### src/rtl/mwo_pkg.sv
package mwo_pkg;

  localparam int unsigned EntryDigits    = 4;
  localparam int unsigned EntryIdxW      = 2;
  localparam int unsigned EntryPosW      = 3;
  localparam int unsigned DigitW         = 4;
  localparam int unsigned SecondsW       = 13;
  localparam int unsigned TickW          = 16;
  localparam int unsigned MinutesW       = 7;
  localparam int unsigned SecPartW       = 6;

  localparam logic [SecondsW-1:0] MaxSeconds   = 13'd8191;
  localparam logic [SecondsW-1:0] ClampSeconds = 13'd5999;

  // floor(x / 60) == (x * 8739) >> 19 for every x up to 5999
  localparam logic [13:0] RecipSixty = 14'd8739;
  localparam int unsigned RecipShift = 19;
  localparam int unsigned RecipProdW = 27;

  localparam logic [3:0] KeyLastDigit = 4'd9;
  localparam logic [3:0] KeyStart     = 4'd10;
  localparam logic [3:0] KeyClear     = 4'd11;
  localparam logic [3:0] KeyAdd       = 4'd12;
  localparam logic [3:0] KeyDoor      = 4'd13;

  localparam int unsigned QueueDepth = 2;
  localparam int unsigned QueuePtrW  = 1;
  localparam int unsigned QueueCntW  = 2;

  localparam int unsigned ModNumW        = 16;
  localparam int unsigned ModDenW        = 8;
  localparam int unsigned ModBitsPerStep = 4;
  localparam int unsigned ModSteps       = ModNumW / ModBitsPerStep;
  localparam int unsigned ModCntW        = 2;

  localparam int unsigned CfgIndexW = 2;
  localparam int unsigned CfgDataW  = 16;

  typedef enum logic [CfgIndexW-1:0] {
    CFG_TICKS_PER_SEC = 2'd0,
    CFG_BLINK_TICKS   = 2'd1,
    CFG_DONE_HOLD     = 2'd2,
    CFG_ADD_STEP      = 2'd3
  } cfg_idx_e;

  typedef enum logic [3:0] {
    MODE_IDLE  = 4'b0001,
    MODE_COOK  = 4'b0010,
    MODE_PAUSE = 4'b0100,
    MODE_DONE  = 4'b1000
  } mode_e;

  typedef enum logic [1:0] {
    CODE_IDLE  = 2'd0,
    CODE_COOK  = 2'd1,
    CODE_PAUSE = 2'd2,
    CODE_DONE  = 2'd3
  } mode_code_e;

  typedef struct packed {
    logic              dig;
    logic              start;
    logic              clear;
    logic              add;
    logic              door;
    logic [DigitW-1:0] digit;
  } key_cmd_t;

  typedef struct packed {
    logic [1:0]        mode_code;
    logic              door_open;
    logic              magnetron;
    logic              green;
    logic              violet;
    logic              blank;
    logic [DigitW-1:0] min_tens;
    logic [DigitW-1:0] min_ones;
    logic [DigitW-1:0] sec_tens;
    logic [DigitW-1:0] sec_ones;
  } result_t;

  typedef struct packed {
    logic               start;
    logic [ModNumW-1:0] dividend;
    logic [ModDenW-1:0] divisor;
  } mod_req_t;

  typedef struct packed {
    logic done;
    logic rem_zero;
  } mod_rsp_t;

  function automatic logic [DigitW-1:0] tens_of(input logic [MinutesW-1:0] x);
    logic [DigitW-1:0] t;
    t = '0;
    for (int i = 1; i < 10; i++) begin
      if (x >= MinutesW'(i * 10)) t = DigitW'(i);
    end
    return t;
  endfunction

  function automatic logic [DigitW-1:0] ones_of(input logic [MinutesW-1:0] x);
    logic [MinutesW-1:0] r;
    r = x - MinutesW'(tens_of(x)) * MinutesW'(10);
    return r[DigitW-1:0];
  endfunction

  function automatic logic [1:0] mode_to_code(input mode_e m);
    logic [1:0] c;
    unique case (m)
      MODE_IDLE:  c = CODE_IDLE;
      MODE_COOK:  c = CODE_COOK;
      MODE_PAUSE: c = CODE_PAUSE;
      default:    c = CODE_DONE;
    endcase
    return c;
  endfunction

endpackage

### src/rtl/mwo_front.sv
module mwo_front (
  input  logic              clk_i,
  input  logic              rst_ni,
  input  logic              push_i,
  input  logic              key_valid_i,
  input  logic [3:0]        key_code_i,
  output logic              full_o,
  input  logic              cmd_pop_i,
  output logic              cmd_empty_o,
  output mwo_pkg::key_cmd_t cmd_o
);
  import mwo_pkg::*;

  key_cmd_t              mem_q [QueueDepth];
  key_cmd_t              dec;
  logic [QueuePtrW-1:0]  wptr_q, wptr_d, rptr_q, rptr_d;
  logic [QueueCntW-1:0]  cnt_q, cnt_d;
  logic                  wr_en, rd_en;

  // key classification
  always_comb begin
    dec.dig   = key_valid_i && (key_code_i <= KeyLastDigit);
    dec.start = key_valid_i && (key_code_i == KeyStart);
    dec.clear = key_valid_i && (key_code_i == KeyClear);
    dec.add   = key_valid_i && (key_code_i == KeyAdd);
    dec.door  = key_valid_i && (key_code_i == KeyDoor);
    dec.digit = key_code_i;
  end

  assign full_o      = (cnt_q == QueueCntW'(QueueDepth));
  assign cmd_empty_o = (cnt_q == '0);
  assign wr_en       = push_i && !full_o;
  assign rd_en       = cmd_pop_i && !cmd_empty_o;
  assign cmd_o       = mem_q[rptr_q];

  always_comb begin
    wptr_d = wptr_q;
    rptr_d = rptr_q;
    cnt_d  = cnt_q;
    if (wr_en) wptr_d = wptr_q + 1'b1;
    if (rd_en) rptr_d = rptr_q + 1'b1;
    if (wr_en && !rd_en) begin
      cnt_d = cnt_q + 1'b1;
    end else if (rd_en && !wr_en) begin
      cnt_d = cnt_q - 1'b1;
    end
  end

  always_ff @(posedge clk_i or negedge rst_ni) begin
    if (!rst_ni) begin
      wptr_q <= '0;
      rptr_q <= '0;
      cnt_q  <= '0;
    end else begin
      wptr_q <= wptr_d;
      rptr_q <= rptr_d;
      cnt_q  <= cnt_d;
    end
  end

  always_ff @(posedge clk_i) begin
    if (wr_en) mem_q[wptr_q] <= dec;
  end

endmodule

### src/rtl/mwo_mod_unit.sv
module mwo_mod_unit (
  input  logic              clk_i,
  input  logic              rst_ni,
  input  mwo_pkg::mod_req_t req_i,
  output mwo_pkg::mod_rsp_t rsp_o
);
  import mwo_pkg::*;

  logic               busy_q, busy_d;
  logic               done_q, done_d;
  logic [ModCntW-1:0] cnt_q, cnt_d;
  logic [ModNumW-1:0] num_q, num_d;
  logic [ModDenW-1:0] den_q, den_d;
  logic [ModDenW-1:0] rem_q, rem_d;

  // restoring remainder, several dividend bits per cycle
  always_comb begin
    logic [ModDenW-1:0] r;
    logic [ModDenW:0]   t;
    busy_d = busy_q;
    done_d = 1'b0;
    cnt_d  = cnt_q;
    num_d  = num_q;
    den_d  = den_q;
    rem_d  = rem_q;
    r      = rem_q;
    t      = '0;
    if (req_i.start) begin
      busy_d = 1'b1;
      cnt_d  = '0;
      num_d  = req_i.dividend;
      den_d  = req_i.divisor;
      rem_d  = '0;
    end else if (busy_q) begin
      for (int i = 0; i < ModBitsPerStep; i++) begin
        t = {r, num_q[ModNumW-1-i]};
        if (t >= {1'b0, den_q}) t = t - {1'b0, den_q};
        r = t[ModDenW-1:0];
      end
      rem_d = r;
      num_d = num_q << ModBitsPerStep;
      cnt_d = cnt_q + 1'b1;
      if (cnt_q == ModCntW'(ModSteps - 1)) begin
        busy_d = 1'b0;
        done_d = 1'b1;
      end
    end
  end

  always_ff @(posedge clk_i or negedge rst_ni) begin
    if (!rst_ni) begin
      busy_q <= 1'b0;
      done_q <= 1'b0;
      cnt_q  <= '0;
    end else begin
      busy_q <= busy_d;
      done_q <= done_d;
      cnt_q  <= cnt_d;
    end
  end

  always_ff @(posedge clk_i) begin
    num_q <= num_d;
    den_q <= den_d;
    rem_q <= rem_d;
  end

  assign rsp_o.done     = done_q;
  assign rsp_o.rem_zero = (rem_q == '0);

endmodule

### src/rtl/mwo_back.sv
module mwo_back (
  input  logic                                clk_i,
  input  logic                                rst_ni,
  input  logic                                cfg_we_i,
  input  logic [mwo_pkg::CfgIndexW-1:0]       cfg_index_i,
  input  logic [mwo_pkg::CfgDataW-1:0]        cfg_data_i,
  input  mwo_pkg::key_cmd_t                   cmd_i,
  input  logic                                cmd_empty_i,
  output logic                                cmd_pop_o,
  output mwo_pkg::mod_req_t                   mod_req_o,
  input  mwo_pkg::mod_rsp_t                   mod_rsp_i,
  input  logic                                res_room_i,
  output logic                                res_push_o,
  output mwo_pkg::result_t                    res_o
);
  import mwo_pkg::*;

  typedef enum logic [5:0] {
    ST_WAIT = 6'b000001,
    ST_MOD  = 6'b000010,
    ST_SPL1 = 6'b000100,
    ST_SPL2 = 6'b001000,
    ST_SPL3 = 6'b010000,
    ST_EMIT = 6'b100000
  } seq_e;

  seq_e                  state_q, state_d;
  mode_e                 mode_q, mode_d;
  logic [TickW-1:0]      tick_q, tick_d, tick_inc;
  logic [SecondsW-1:0]   rem_q, rem_d;
  logic [EntryPosW-1:0]  pos_q, pos_d;
  logic                  door_q, door_d;
  logic                  blink_q, blink_d;
  logic                  mag_q, mag_d, green_q, green_d, violet_q, violet_d;
  logic [DigitW-1:0]     entry_q [EntryDigits];
  logic [DigitW-1:0]     entry_d [EntryDigits];
  logic [DigitW-1:0]     shown_q [EntryDigits];
  logic [DigitW-1:0]     shown_d [EntryDigits];
  logic                  split_entry_q, split_entry_d;
  logic [SecondsW-1:0]   secs_q, secs_d;
  logic [MinutesW-1:0]   m_q, m_d;
  logic [SecPartW-1:0]   s_q, s_d;

  logic [7:0]            tps_q, blink_per_q, add_step_q;
  logic [15:0]           hold_q;

  logic                  second_due;
  logic [SecondsW-1:0]   rem_dec, rem_base, rem_added, rem_entered, rem_clamp;
  logic [SecondsW:0]     add_sum;
  logic [MinutesW-1:0]   entry_mins;
  logic [RecipProdW-1:0] recip_prod;
  logic [SecondsW-1:0]   sec_diff;
  logic [SecondsW-1:0]   mins_secs;

  assign tick_inc   = tick_q + 1'b1;
  assign second_due = (tick_inc >= {8'd0, tps_q});
  assign rem_dec    = (rem_q == '0) ? '0 : rem_q - 1'b1;
  assign rem_base   = (mode_q == MODE_COOK && second_due) ? rem_dec : rem_q;
  assign add_sum    = {1'b0, rem_base} + (SecondsW + 1)'(add_step_q);
  assign rem_added  = add_sum[SecondsW] ? MaxSeconds : add_sum[SecondsW-1:0];
  assign entry_mins = MinutesW'(entry_q[0]) * MinutesW'(10) + MinutesW'(entry_q[1]);
  assign rem_entered = SecondsW'(entry_mins) * SecondsW'(60)
                     + SecondsW'(entry_q[2]) * SecondsW'(10) + SecondsW'(entry_q[3]);
  assign rem_clamp  = (rem_q > ClampSeconds) ? ClampSeconds : rem_q;
  assign recip_prod = RecipProdW'(rem_clamp) * RecipProdW'(RecipSixty);
  assign mins_secs  = SecondsW'(m_q) * SecondsW'(60);
  assign sec_diff   = secs_q - mins_secs;

  always_comb begin
    state_d       = state_q;
    mode_d        = mode_q;
    tick_d        = tick_q;
    rem_d         = rem_q;
    pos_d         = pos_q;
    door_d        = door_q;
    blink_d       = blink_q;
    mag_d         = mag_q;
    green_d       = green_q;
    violet_d      = violet_q;
    entry_d       = entry_q;
    shown_d       = shown_q;
    split_entry_d = split_entry_q;
    secs_d        = secs_q;
    m_d           = m_q;
    s_d           = s_q;
    cmd_pop_o     = 1'b0;
    res_push_o    = 1'b0;
    mod_req_o     = '0;

    unique case (state_q)
      ST_WAIT: begin
        if (!cmd_empty_i && res_room_i) begin
          cmd_pop_o     = 1'b1;
          tick_d        = tick_inc;
          door_d        = door_q ^ cmd_i.door;
          split_entry_d = 1'b0;
          state_d       = ST_EMIT;
          unique case (mode_q)
            MODE_IDLE: begin
              mag_d    = 1'b0;
              green_d  = 1'b0;
              violet_d = 1'b0;
              if (cmd_i.dig) begin
                if (pos_q < EntryPosW'(EntryDigits)) begin
                  entry_d[pos_q[EntryIdxW-1:0]] = cmd_i.digit;
                  shown_d = entry_d;
                  pos_d   = pos_q + 1'b1;
                end
              end else if (cmd_i.clear) begin
                rem_d = '0;
                pos_d = '0;
                for (int i = 0; i < EntryDigits; i++) begin
                  entry_d[i] = '0;
                  shown_d[i] = '0;
                end
              end else if (cmd_i.add) begin
                rem_d         = rem_added;
                split_entry_d = 1'b1;
                state_d       = ST_SPL1;
              end else if (cmd_i.start) begin
                rem_d = rem_entered;
                if (rem_entered != '0 && !door_d) begin
                  mode_d = MODE_COOK;
                  tick_d = '0;
                end
              end
            end
            MODE_COOK: begin
              mag_d    = 1'b1;
              green_d  = 1'b1;
              violet_d = 1'b0;
              if (door_d) begin
                mode_d = MODE_PAUSE;
              end else if (second_due && rem_dec == '0) begin
                tick_d  = '0;
                rem_d   = rem_dec;
                mode_d  = MODE_DONE;
                state_d = ST_SPL1;
              end else begin
                if (second_due) begin
                  tick_d  = '0;
                  rem_d   = rem_dec;
                  state_d = ST_SPL1;
                end
                if (cmd_i.clear) begin
                  mode_d = MODE_PAUSE;
                end else if (cmd_i.add) begin
                  rem_d         = rem_added;
                  split_entry_d = 1'b1;
                  state_d       = ST_SPL1;
                end
              end
            end
            MODE_PAUSE: begin
              mag_d   = 1'b0;
              green_d = 1'b1;
              if (cmd_i.clear) begin
                rem_d  = '0;
                pos_d  = '0;
                mode_d = MODE_IDLE;
                for (int i = 0; i < EntryDigits; i++) begin
                  entry_d[i] = '0;
                  shown_d[i] = '0;
                end
              end else if (cmd_i.start && !door_d) begin
                mode_d = MODE_COOK;
                tick_d = '0;
              end
            end
            default: begin
              mag_d   = 1'b0;
              green_d = 1'b0;
              if (tick_inc >= hold_q || cmd_i.clear || cmd_i.door) begin
                violet_d = 1'b0;
                blink_d  = 1'b0;
                rem_d    = '0;
                pos_d    = '0;
                mode_d   = MODE_IDLE;
                for (int i = 0; i < EntryDigits; i++) begin
                  entry_d[i] = '0;
                  shown_d[i] = '0;
                end
              end else begin
                mod_req_o.start    = 1'b1;
                mod_req_o.dividend = tick_inc;
                mod_req_o.divisor  = (blink_per_q == '0) ? 8'd1 : blink_per_q;
                state_d            = ST_MOD;
              end
            end
          endcase
        end
      end
      ST_MOD: begin
        if (mod_rsp_i.done) begin
          if (mod_rsp_i.rem_zero) begin
            blink_d  = ~blink_q;
            violet_d = ~violet_q;
          end
          state_d = ST_EMIT;
        end
      end
      ST_SPL1: begin
        secs_d  = rem_clamp;
        m_d     = recip_prod[RecipShift+MinutesW-1:RecipShift];
        state_d = ST_SPL2;
      end
      ST_SPL2: begin
        s_d     = sec_diff[SecPartW-1:0];
        state_d = ST_SPL3;
      end
      ST_SPL3: begin
        shown_d[0] = tens_of(m_q);
        shown_d[1] = ones_of(m_q);
        shown_d[2] = tens_of({1'b0, s_q});
        shown_d[3] = ones_of({1'b0, s_q});
        if (split_entry_q) entry_d = shown_d;
        state_d = ST_EMIT;
      end
      ST_EMIT: begin
        res_push_o = 1'b1;
        state_d    = ST_WAIT;
      end
      default: state_d = ST_WAIT;
    endcase
  end

  always_ff @(posedge clk_i or negedge rst_ni) begin
    if (!rst_ni) begin
      state_q  <= ST_WAIT;
      mode_q   <= MODE_IDLE;
      tick_q   <= '0;
      rem_q    <= '0;
      pos_q    <= '0;
      door_q   <= 1'b0;
      blink_q  <= 1'b0;
      mag_q    <= 1'b0;
      green_q  <= 1'b0;
      violet_q <= 1'b0;
      for (int i = 0; i < EntryDigits; i++) begin
        entry_q[i] <= '0;
        shown_q[i] <= '0;
      end
    end else begin
      state_q  <= state_d;
      mode_q   <= mode_d;
      tick_q   <= tick_d;
      rem_q    <= rem_d;
      pos_q    <= pos_d;
      door_q   <= door_d;
      blink_q  <= blink_d;
      mag_q    <= mag_d;
      green_q  <= green_d;
      violet_q <= violet_d;
      entry_q  <= entry_d;
      shown_q  <= shown_d;
    end
  end

  always_ff @(posedge clk_i) begin
    split_entry_q <= split_entry_d;
    secs_q        <= secs_d;
    m_q           <= m_d;
    s_q           <= s_d;
  end

  // configuration registers
  always_ff @(posedge clk_i or negedge rst_ni) begin
    if (!rst_ni) begin
      tps_q       <= 8'd10;
      blink_per_q <= 8'd5;
      hold_q      <= 16'd50;
      add_step_q  <= 8'd30;
    end else if (cfg_we_i) begin
      unique case (cfg_idx_e'(cfg_index_i))
        CFG_TICKS_PER_SEC: tps_q       <= cfg_data_i[7:0];
        CFG_BLINK_TICKS:   blink_per_q <= cfg_data_i[7:0];
        CFG_DONE_HOLD:     hold_q      <= cfg_data_i;
        CFG_ADD_STEP:      add_step_q  <= cfg_data_i[7:0];
      endcase
    end
  end

  always_comb begin
    res_o.mode_code = mode_to_code(mode_q);
    res_o.door_open = door_q;
    res_o.magnetron = mag_q;
    res_o.green     = green_q;
    res_o.violet    = violet_q;
    res_o.blank     = blink_q;
    res_o.min_tens  = shown_q[0];
    res_o.min_ones  = shown_q[1];
    res_o.sec_tens  = shown_q[2];
    res_o.sec_ones  = shown_q[3];
  end

  a_push_has_room: assert property (@(posedge clk_i) disable iff (!rst_ni)
    res_push_o |-> res_room_i)
    else $error("result pushed without room");

  a_mod_only_done: assert property (@(posedge clk_i) disable iff (!rst_ni)
    (state_q == ST_MOD) |-> (mode_q == MODE_DONE))
    else $error("remainder wait outside done mode");

  a_pos_range: assert property (@(posedge clk_i) disable iff (!rst_ni)
    pos_q <= EntryPosW'(EntryDigits))
    else $error("entry position out of range");

  a_pop_leaves_wait: assert property (@(posedge clk_i) disable iff (!rst_ni)
    cmd_pop_o |=> (state_q != ST_WAIT))
    else $error("transaction taken without being carried out");

endmodule

### src/rtl/mwo_result_queue.sv
module mwo_result_queue (
  input  logic             clk_i,
  input  logic             rst_ni,
  input  logic             push_i,
  input  mwo_pkg::result_t data_i,
  output logic             room_o,
  input  logic             pop_i,
  output logic             empty_o,
  output mwo_pkg::result_t head_o
);
  import mwo_pkg::*;

  result_t               mem_q [QueueDepth];
  logic [QueuePtrW-1:0]  wptr_q, wptr_d, rptr_q, rptr_d;
  logic [QueueCntW-1:0]  cnt_q, cnt_d;
  logic                  wr_en, rd_en;

  assign room_o  = (cnt_q != QueueCntW'(QueueDepth));
  assign empty_o = (cnt_q == '0);
  assign wr_en   = push_i && room_o;
  assign rd_en   = pop_i && !empty_o;
  assign head_o  = mem_q[rptr_q];

  always_comb begin
    wptr_d = wptr_q;
    rptr_d = rptr_q;
    cnt_d  = cnt_q;
    if (wr_en) wptr_d = wptr_q + 1'b1;
    if (rd_en) rptr_d = rptr_q + 1'b1;
    if (wr_en && !rd_en) begin
      cnt_d = cnt_q + 1'b1;
    end else if (rd_en && !wr_en) begin
      cnt_d = cnt_q - 1'b1;
    end
  end

  always_ff @(posedge clk_i or negedge rst_ni) begin
    if (!rst_ni) begin
      wptr_q <= '0;
      rptr_q <= '0;
      cnt_q  <= '0;
    end else begin
      wptr_q <= wptr_d;
      rptr_q <= rptr_d;
      cnt_q  <= cnt_d;
    end
  end

  always_ff @(posedge clk_i) begin
    if (wr_en) mem_q[wptr_q] <= data_i;
  end

endmodule

### src/rtl/microwave_oven_controller.sv
// microwave oven timer controller, one transaction per 100 ms tick
// input channel: drive key_valid_i/key_code_i with push; the tick is taken
//   on a clock edge with push high and full low. a two-entry queue holds
//   classified ticks, so push may continue while earlier ticks are at work
// result channel: while empty is low the ports show the oldest result
//   (mode, door, lamps, blank flag, MM:SS digits); pop takes it
// config port: cfg_we_i writes cfg_data_i into register cfg_index_i
//   (0 ticks per second, 1 blink period, 2 done hold, 3 add step), no wait
// sequencing: a taken tick ends in the emit state, which pushes its result;
//   before it, the three-step divide by 60 and 10 runs when the display
//   digits are recomputed, and in done mode, unless the hold ends, the
//   remainder unit is waited on for the blink period
// the back end starts a tick only once the last one is pushed and the
//   two-entry result queue has room, so a stalled receiver fills the result
//   queue, then the input queue, and then raises full; nothing is dropped
// reset: idle mode, door closed, lamps off, time and digits zero, config
//   registers at 10, 5, 50 and 30; both queues empty
module microwave_oven_controller (
  input  logic                          clk_i,
  input  logic                          rst_ni,
  input  logic                          push,
  output logic                          full,
  input  logic                          key_valid_i,
  input  logic [3:0]                    key_code_i,
  output logic                          empty,
  input  logic                          pop,
  output logic [1:0]                    mode_code_o,
  output logic                          door_open_o,
  output logic                          magnetron_on_o,
  output logic                          green_on_o,
  output logic                          violet_on_o,
  output logic                          display_blank_o,
  output logic [3:0]                    show_min_tens_o,
  output logic [3:0]                    show_min_ones_o,
  output logic [3:0]                    show_sec_tens_o,
  output logic [3:0]                    show_sec_ones_o,
  input  logic                          cfg_we_i,
  input  logic [mwo_pkg::CfgIndexW-1:0] cfg_index_i,
  input  logic [mwo_pkg::CfgDataW-1:0]  cfg_data_i
);
  import mwo_pkg::*;

  key_cmd_t cmd;
  logic     cmd_empty, cmd_pop;
  mod_req_t mod_req;
  mod_rsp_t mod_rsp;
  result_t  res, head;
  logic     res_room, res_push;

  mwo_front u_front (
    .clk_i       (clk_i),
    .rst_ni      (rst_ni),
    .push_i      (push),
    .key_valid_i (key_valid_i),
    .key_code_i  (key_code_i),
    .full_o      (full),
    .cmd_pop_i   (cmd_pop),
    .cmd_empty_o (cmd_empty),
    .cmd_o       (cmd)
  );

  mwo_mod_unit u_mod (
    .clk_i  (clk_i),
    .rst_ni (rst_ni),
    .req_i  (mod_req),
    .rsp_o  (mod_rsp)
  );

  mwo_back u_back (
    .clk_i       (clk_i),
    .rst_ni      (rst_ni),
    .cfg_we_i    (cfg_we_i),
    .cfg_index_i (cfg_index_i),
    .cfg_data_i  (cfg_data_i),
    .cmd_i       (cmd),
    .cmd_empty_i (cmd_empty),
    .cmd_pop_o   (cmd_pop),
    .mod_req_o   (mod_req),
    .mod_rsp_i   (mod_rsp),
    .res_room_i  (res_room),
    .res_push_o  (res_push),
    .res_o       (res)
  );

  mwo_result_queue u_res_q (
    .clk_i   (clk_i),
    .rst_ni  (rst_ni),
    .push_i  (res_push),
    .data_i  (res),
    .room_o  (res_room),
    .pop_i   (pop),
    .empty_o (empty),
    .head_o  (head)
  );

  assign mode_code_o     = head.mode_code;
  assign door_open_o     = head.door_open;
  assign magnetron_on_o  = head.magnetron;
  assign green_on_o      = head.green;
  assign violet_on_o     = head.violet;
  assign display_blank_o = head.blank;
  assign show_min_tens_o = head.min_tens;
  assign show_min_ones_o = head.min_ones;
  assign show_sec_tens_o = head.sec_tens;
  assign show_sec_ones_o = head.sec_ones;

endmodule
### config.mk
export PLATFORM = sky130hd
export DESIGN_NAME = microwave_oven_controller
export DESIGN_NICKNAME = d
export VERILOG_FILES = /design/src/rtl/mwo_pkg.sv /design/src/rtl/mwo_front.sv /design/src/rtl/mwo_mod_unit.sv /design/src/rtl/mwo_back.sv /design/src/rtl/mwo_result_queue.sv /design/src/rtl/microwave_oven_controller.sv
export SDC_FILE = /design/constraint.sdc
export NUM_CORES = 1
export LEC_CHECK = 0
export BUFFER_PORTS_ARGS = -buffer_cell sky130_fd_sc_hd__buf_2
export CORE_MARGIN = 2
export CORE_UTILIZATION = 64
export DETAILED_ROUTE_END_ITERATION = 6
export PLACE_DENSITY_LB_ADDON = 0.08
export RECOVER_POWER = 25
export SLEW_MARGIN = 20
export SYNTH_ARGS = -nofsm -noshare
export SYNTH_HDL_FRONTEND = slang
export SYNTH_HIERARCHICAL = 1
export SYNTH_SLANG_ARGS = --single-unit
### constraint.sdc
create_clock -name clk_i -period 19.2 [get_ports clk_i]
set_clock_uncertainty 0.1 [all_clocks]
set_input_delay 3.84 -clock clk_i [delete_from_list [all_inputs] [get_ports clk_i]]
set_output_delay 3.84 -clock clk_i [all_outputs]
set_load 0.05 [all_outputs]
==> impl_metrics.env, run 1 <==
export IMPL_cp_start_kind="flip-flop"
export IMPL_area_delta_synth_final_pct=7.37
export IMPL_drt_pass1_iterations=5
export IMPL_cts_htree_levels=1
export IMPL_end_kind="flip-flop"
export IMPL_path_clk_slew_ns=0.07
export IMPL_path_class="reg -> reg"
export IMPL_synth_ff_type="dfrtp_1"
export IMPL_dp_slack_ns=10.19
export IMPL_cts_setup_buffers=0
export IMPL_async_flop_share_pct=53.0
export IMPL_portBuffers=52
export IMPL_status="finished with violations"
export IMPL_synth_fp_nets=2245
export IMPL_synth_area_sq_um=19200
export IMPL_synth_top_area_cell="edfxtp_1"
export IMPL_detail_route_antenna_nets=0
export IMPL_hold_ws_ns=0.375
export IMPL_antenna_found_initial=0
export IMPL_remaining_drc_errors=0
export IMPL_cts_root_buf="clkbuf_16"
export IMPL_crit_arrival_ns=9.52
export IMPL_grt_max_degree=76
export IMPL_worstPathRequired_ns=19.54
export IMPL_start_util_pct=64.9
export IMPL_worst_path_largest_cell_delay_ns=0.63
export IMPL_synth_area_leaders="edfxtp_1, dfrtp_1, ha_1"
export IMPL_drive_gt1_share_pct=12.5
export IMPL_rows=63
export IMPL_chipWidth_microns=177
export IMPL_syn_avg_cell_area_sq_um=9.69
export IMPL_cts_tree="done"
export IMPL_die_h_microns=177
export IMPL_gp_congestion=0.922
export IMPL_yosysSeqAreaShare_pct=34.9
export IMPL_slew_viol_final=24
export IMPL_syn_inst=1982
export IMPL_core_area_sq_um=29600
export IMPL_final_setup_worst_slack_ns=10.02
export IMPL_drv_cap=1
export IMPL_grt_pass1_wl_microns=76700
export IMPL_num_io_pins=53
export IMPL_wl_per_cell_microns=19.4
export IMPL_dp_hpwl_microns=34600
export IMPL_synth_seq_cells=247
export IMPL_clkLatencyLatePin_ns=0.54
export IMPL_timing_fmax_mhz=109
export IMPL_period_share_pct=47.8
export IMPL_clockBufferDepth=3
export IMPL_vias_per_cell=6.32
export IMPL_cts_hold_buf=0
export IMPL_ys_warn_count=6
export IMPL_violations="max-capacitance violations, max-slew violations"
export IMPL_gr_usage_all_layers_pct=30.4
export IMPL_hold_viol=0
export IMPL_setup_viol=0
export IMPL_worstPathMaxFanout=15
export IMPL_dieArea_sq_um=31400
export IMPL_gr_total_overflow=0
export IMPL_fin_cells=2409
export IMPL_drt_initial_drc_count=1451
export IMPL_clock_sinks=247
export IMPL_n_antenna_cell=0
export IMPL_cts_buffers=28
export IMPL_synth_top_cell_area_share_pct=16.9
export IMPL_grt_setup_unrepaired="no"
export IMPL_setup_tns_ns=0
export IMPL_first_global_vias=14672
export IMPL_num_vias=15214
export IMPL_dp_cells=2357
export IMPL_wl_microns=46700
export IMPL_slowest_stage="o21ai_0"
export IMPL_synth_cell_types=113
export IMPL_nets=2260
export IMPL_crit_top_cell="o21ai_0"
export IMPL_cts_repair_resized=0
export IMPL_fin_crit_ns=9.18
export IMPL_worstMarginPinSlew_ns=1.93
export IMPL_maxSlewHeadroom_pct=-28.9
export IMPL_synth_edff_count=108
export IMPL_hp_class="reg -> reg"
==> critical path: cells and delay by family (launching register included) <==
kind / cells / cell delay [ns]
compound gates: 18 / 4.49
fa+ha+maj: 4 / 1.28
flops: 1 / 0.46
buf+inv: 4 / 0.81
simple gates: 9 / 1.94
==> synthesized netlist by cell type (42+ instances only) <==
cell,instances
nand3_1,45
o21ai_0,129
clkbuf_1,59
inv_1,184
xnor2_1,63
nor2_1,140
a21oi_1,105
mux2_2,56
nand2_1,132
dfrtp_1,118
ha_1,193
fa_1,42
edfxtp_1,108
==> registers in the layout, indices dropped and copies added (netlist names), 13 cells and up <==
signal          flops
u_front/mem_q      18
u_res_q/mem_q      46
u_back/hold_q      16
u_mod/num_q        16
u_back/entry_q     16
u_back/rem_q       13
u_back/res_o       16
u_back/tick_q      16
==> logic make-up (layout without fill, tap and decap cells) <==
family / Yosys count / in the layout / synth area share [%]
buffers and inverters: 272 / 309 / 5.85
XOR/XNOR: 93 / 93 / 4.28
AO/OA/AOI/OAI: 491 / 491 / 17.1
adder cells (fa/ha/maj): 235 / 235 / 17.0
multiplexers: 109 / 109 / 6.65
AND/OR/NAND/NOR: 535 / 535 / 14.2
flip-flops: 247 / 247 / 34.9
==> stage by stage <==
step / area, sq um / util [%]
final: 20600 / 69.7
after global placement: 19700 / 66.6
after floorplan: 19200 / -
after global routing: 20600 / 69.7
after CTS: 20600 / 69.8
after detailed placement: 19700 / 66.6
==> cells in the final DEF (no fill, tap or decap), types with 42 or more instances in the layout <==
cell      count
a21oi_1     104
buf_2        51
dfrtp_1     118
edfxtp_1    108
fa_1         42
ha_1        193
inv_1       184
mux2_2       56
nand2_1     132
nand3_1      45
nor2_1      140
o21ai_0     130
xnor2_1      63
==> area by class of cell <==
class                      count  area [sq um]
clock buffer                  39           795
clock inverter                13           136
fill                        2300          8950
inverter                     185           694
multi-input combinational   1463         11400
sequential                   247          6700
tap                          390           488
timing repair buffer          72           402
==> per-layer routing <==
metal / track usage (%) / part of all wire (%)
met2: 47.7 / 45
met4: 6.89 / 1.8
met3: 4.66 / 7.5
met5: 0 / 0
met1: 44.6 / 46
==> final timing paths <==
check	startpoint	end	slack, ns	cells after the start
min reg2reg	u_back/res_o[7]	u_res_q/mem_q[0][7]	0.38	0
max in group asynchronous	rst_ni	u_back/entry_q[3]	14.48	2
min in group asynchronous	rst_ni	u_back/blink_per_q[3]	3.23	1
max reg2reg	u_mod/den_q[1]	u_mod/rem_q[5]	10.02	35
min	u_back/res_o[7]	u_res_q/mem_q[0][7]	0.38	0
max	u_mod/den_q[1]	u_mod/rem_q[5]	10.02	35
Power of run 1 is not shown: default switching activity piles up to over one toggle a cycle in this logic, so the estimate is an artifact.
==> inputs of run 2 (changes only) <==
==> constraint.sdc (replaced) <==
create_clock -name clk_i -period 9.5 [get_ports clk_i]
set_clock_uncertainty 0.1 [all_clocks]
set_input_delay 1.9 -clock clk_i [delete_from_list [all_inputs] [get_ports clk_i]]
set_output_delay 1.9 -clock clk_i [all_outputs]
set_load 0.05 [all_outputs]
==> run 2 against run 1 <==
  * The run still ends with max-capacitance violations, max-slew violations left
  * Sequential cell count is the same
  * Final area is the same
  * Global-route usage is essentially flat
  * Final cell count is the same
  * Hold slack lost 0.011 ns
  * Die area is the same
  * Count of clock-buffer cells in the layout shrank 2
  * Sequential share of layout area is the same
  * Via count is essentially flat
  * Worst setup slack lost 9.2 ns
  * Critical path depth shrank 2
  * Critical path type unchanged
==> impl_metrics.env, run 2 (synthesis gave the netlist of run 1 again) <==
export IMPL_worstPathRequired_ns=9.87
export IMPL_start_util_pct=64.9
export IMPL_worstMarginPinSlew_ns=3.50
export IMPL_fin_cells=2409
export IMPL_detail_route_antenna_nets=0
export IMPL_clock_sinks=247
export IMPL_remaining_drc_errors=0
export IMPL_cts_root_buf="clkbuf_16"
export IMPL_antenna_found_initial=0
export IMPL_dieArea_sq_um=31400
export IMPL_die_h_microns=177
export IMPL_drive_gt1_share_pct=12.4
export IMPL_drt_initial_drc_count=1613
export IMPL_end_kind="flip-flop"
export IMPL_crit_top_cell="o21ai_0"
export IMPL_hold_viol=0
export IMPL_r2r_end="u_mod/rem_q[1]"
export IMPL_clkLatencyLatePin_ns=0.56
export IMPL_grt_setup_unrepaired="no"
export IMPL_cts_buffers=28
export IMPL_drv_cap=1
export IMPL_cts_setup_buffers=0
export IMPL_slew_viol_final=65
export IMPL_cts_tree="done"
export IMPL_chipWidth_microns=177
export IMPL_r2r_start="u_mod/den_q[1]"
export IMPL_largest_reg_flops=46
export IMPL_hp_class="reg -> reg"
export IMPL_setup_viol=0
export IMPL_dp_slack_ns=0.809
export IMPL_first_global_vias=14567
export IMPL_core_area_sq_um=29600
export IMPL_grt_util_met2_pct=48.1
export IMPL_setup_tns_ns=0
export IMPL_multi_input_area_sq_um=11400
export IMPL_min_delay_worst_endpoint="u_res_q/mem_q[1][14]"
export IMPL_grt_pass1_wl_microns=76600
export IMPL_portBuffers=52
export IMPL_worstPathMaxFanout=15
export IMPL_path_clk_slew_ns=0.06
export IMPL_grt_use_met1_pct=44.0
export IMPL_num_vias=15224
export IMPL_status="finished with violations"
export IMPL_crit_arrival_ns=9.09
export IMPL_final_setup_worst_slack_ns=0.781
export IMPL_hp_start="u_back/res_o[14]"
export IMPL_dp_cells=2357
export IMPL_wl_microns=47300
export IMPL_gr_usage_all_layers_pct=30.4
export IMPL_clockBufferDepth=3
export IMPL_busiest_layer="met2"
export IMPL_grt_max_degree=69
export IMPL_vias_per_cell=6.32
export IMPL_ff_latch_area_sq_um=6700
export IMPL_path_class="reg -> reg"
export IMPL_reg2reg_slack_ns=0.78
export IMPL_area_delta_synth_final_pct=7.37
export IMPL_top_register="u_res_q/mem_q"
export IMPL_gr_total_overflow=0
export IMPL_top_regs="u_res_q/mem_q (46), u_front/mem_q (18)"
export IMPL_timing_fmax_mhz=115
export IMPL_cp_start_kind="flip-flop"
export IMPL_worst_path_largest_cell_delay_ns=0.59
export IMPL_reg2regPathDepth=33
export IMPL_fin_crit_ns=8.72
export IMPL_critPathLaunch="u_mod/den_q[1]"
export IMPL_num_io_pins=53
export IMPL_drt_pass1_iterations=6
export IMPL_period_share_pct=91.8
export IMPL_slowest_stage="or3_1"
export IMPL_nets=2260
export IMPL_gr_usage_met3_pct=4.77
export IMPL_layout_common_cells="ha_1, inv_1, nor2_1, nand2_1, o21ai_0"
export IMPL_violations="max-capacitance violations, max-slew violations"
export IMPL_maxSlewHeadroom_pct=-133
export IMPL_fill_cells=2285
export IMPL_wl_per_cell_microns=19.6
export IMPL_dp_hpwl_microns=35100
export IMPL_mostFrequentLayoutCell="ha_1"
export IMPL_gp_congestion=0.930
export IMPL_n_antenna_cell=0
export IMPL_hold_path_depth=0
export IMPL_cts_htree_levels=1
export IMPL_rows=63
[run 2: cell types whose count changed in the layout (fill, tap and decap cells not counted), sizes merged]
cell      delta
clkbuf       +2
inv          -1
clkinv       +5
clkinvlp     -2
buf          -4
[run 2: per-layer routing]
metal  routed length, microns  vias to the layer above
li1                         -                     7185
met1                    21100                     7335
met2                    21400                      612
met3                     3690                       92
met4                     1050                        0
met5                        0                        -
[run 2: repair_timing]
| item | CTS | global route |
|---|---|---|
| hold buffers | 0 | 0 |
| gates resized for setup | 0 | 1 |
| endpoints found under the setup margin | 0 | 3 |
[run 2: layout make-up]
cell class                      count  area share (%)
Timing Repair Buffer               72            1.91
Multi-Input combinational cell   1463            55.3
Tap cell                          390            2.37
Clock buffer                       37            3.76
Inverter                          185            3.37
Clock inverter                     15           0.771
Sequential cell                   247            32.5
[run 2: worst max path at each step]
stage	end	cells past startpoint	slack [ns]
floorplan	u_mod/rem_q[0]	39	1.38
global placement	u_mod/rem_q[2]	34	0.91
detailed placement	u_mod/rem_q[2]	34	0.81
CTS	u_mod/rem_q[2]	34	0.76
global route	u_mod/rem_q[3]	31	0.07
finish	u_mod/rem_q[1]	33	0.78
[run 2: critical path: cells and delay by family (launching register included)]
| family | cells | cell delay, ns |
|---|---|---|
| buf+inv | 2 | 0.33 |
| compound gates | 17 | 4.18 |
| flops | 1 | 0.43 |
| fa+ha+maj | 4 | 1.40 |
| simple gates | 10 | 2.21 |
[run 2: stage by stage]
step	area, sq um	utilization, %	hold slack (ns)
global placement	19700	66.6	0.353
CTS	20600	69.8	0.373
floorplan	19200	-	0.300
finish	20600	69.7	0.364
detailed placement	19700	66.6	0.359
global route	20600	69.7	0.399
Power of run 2 is left out for the same reason.
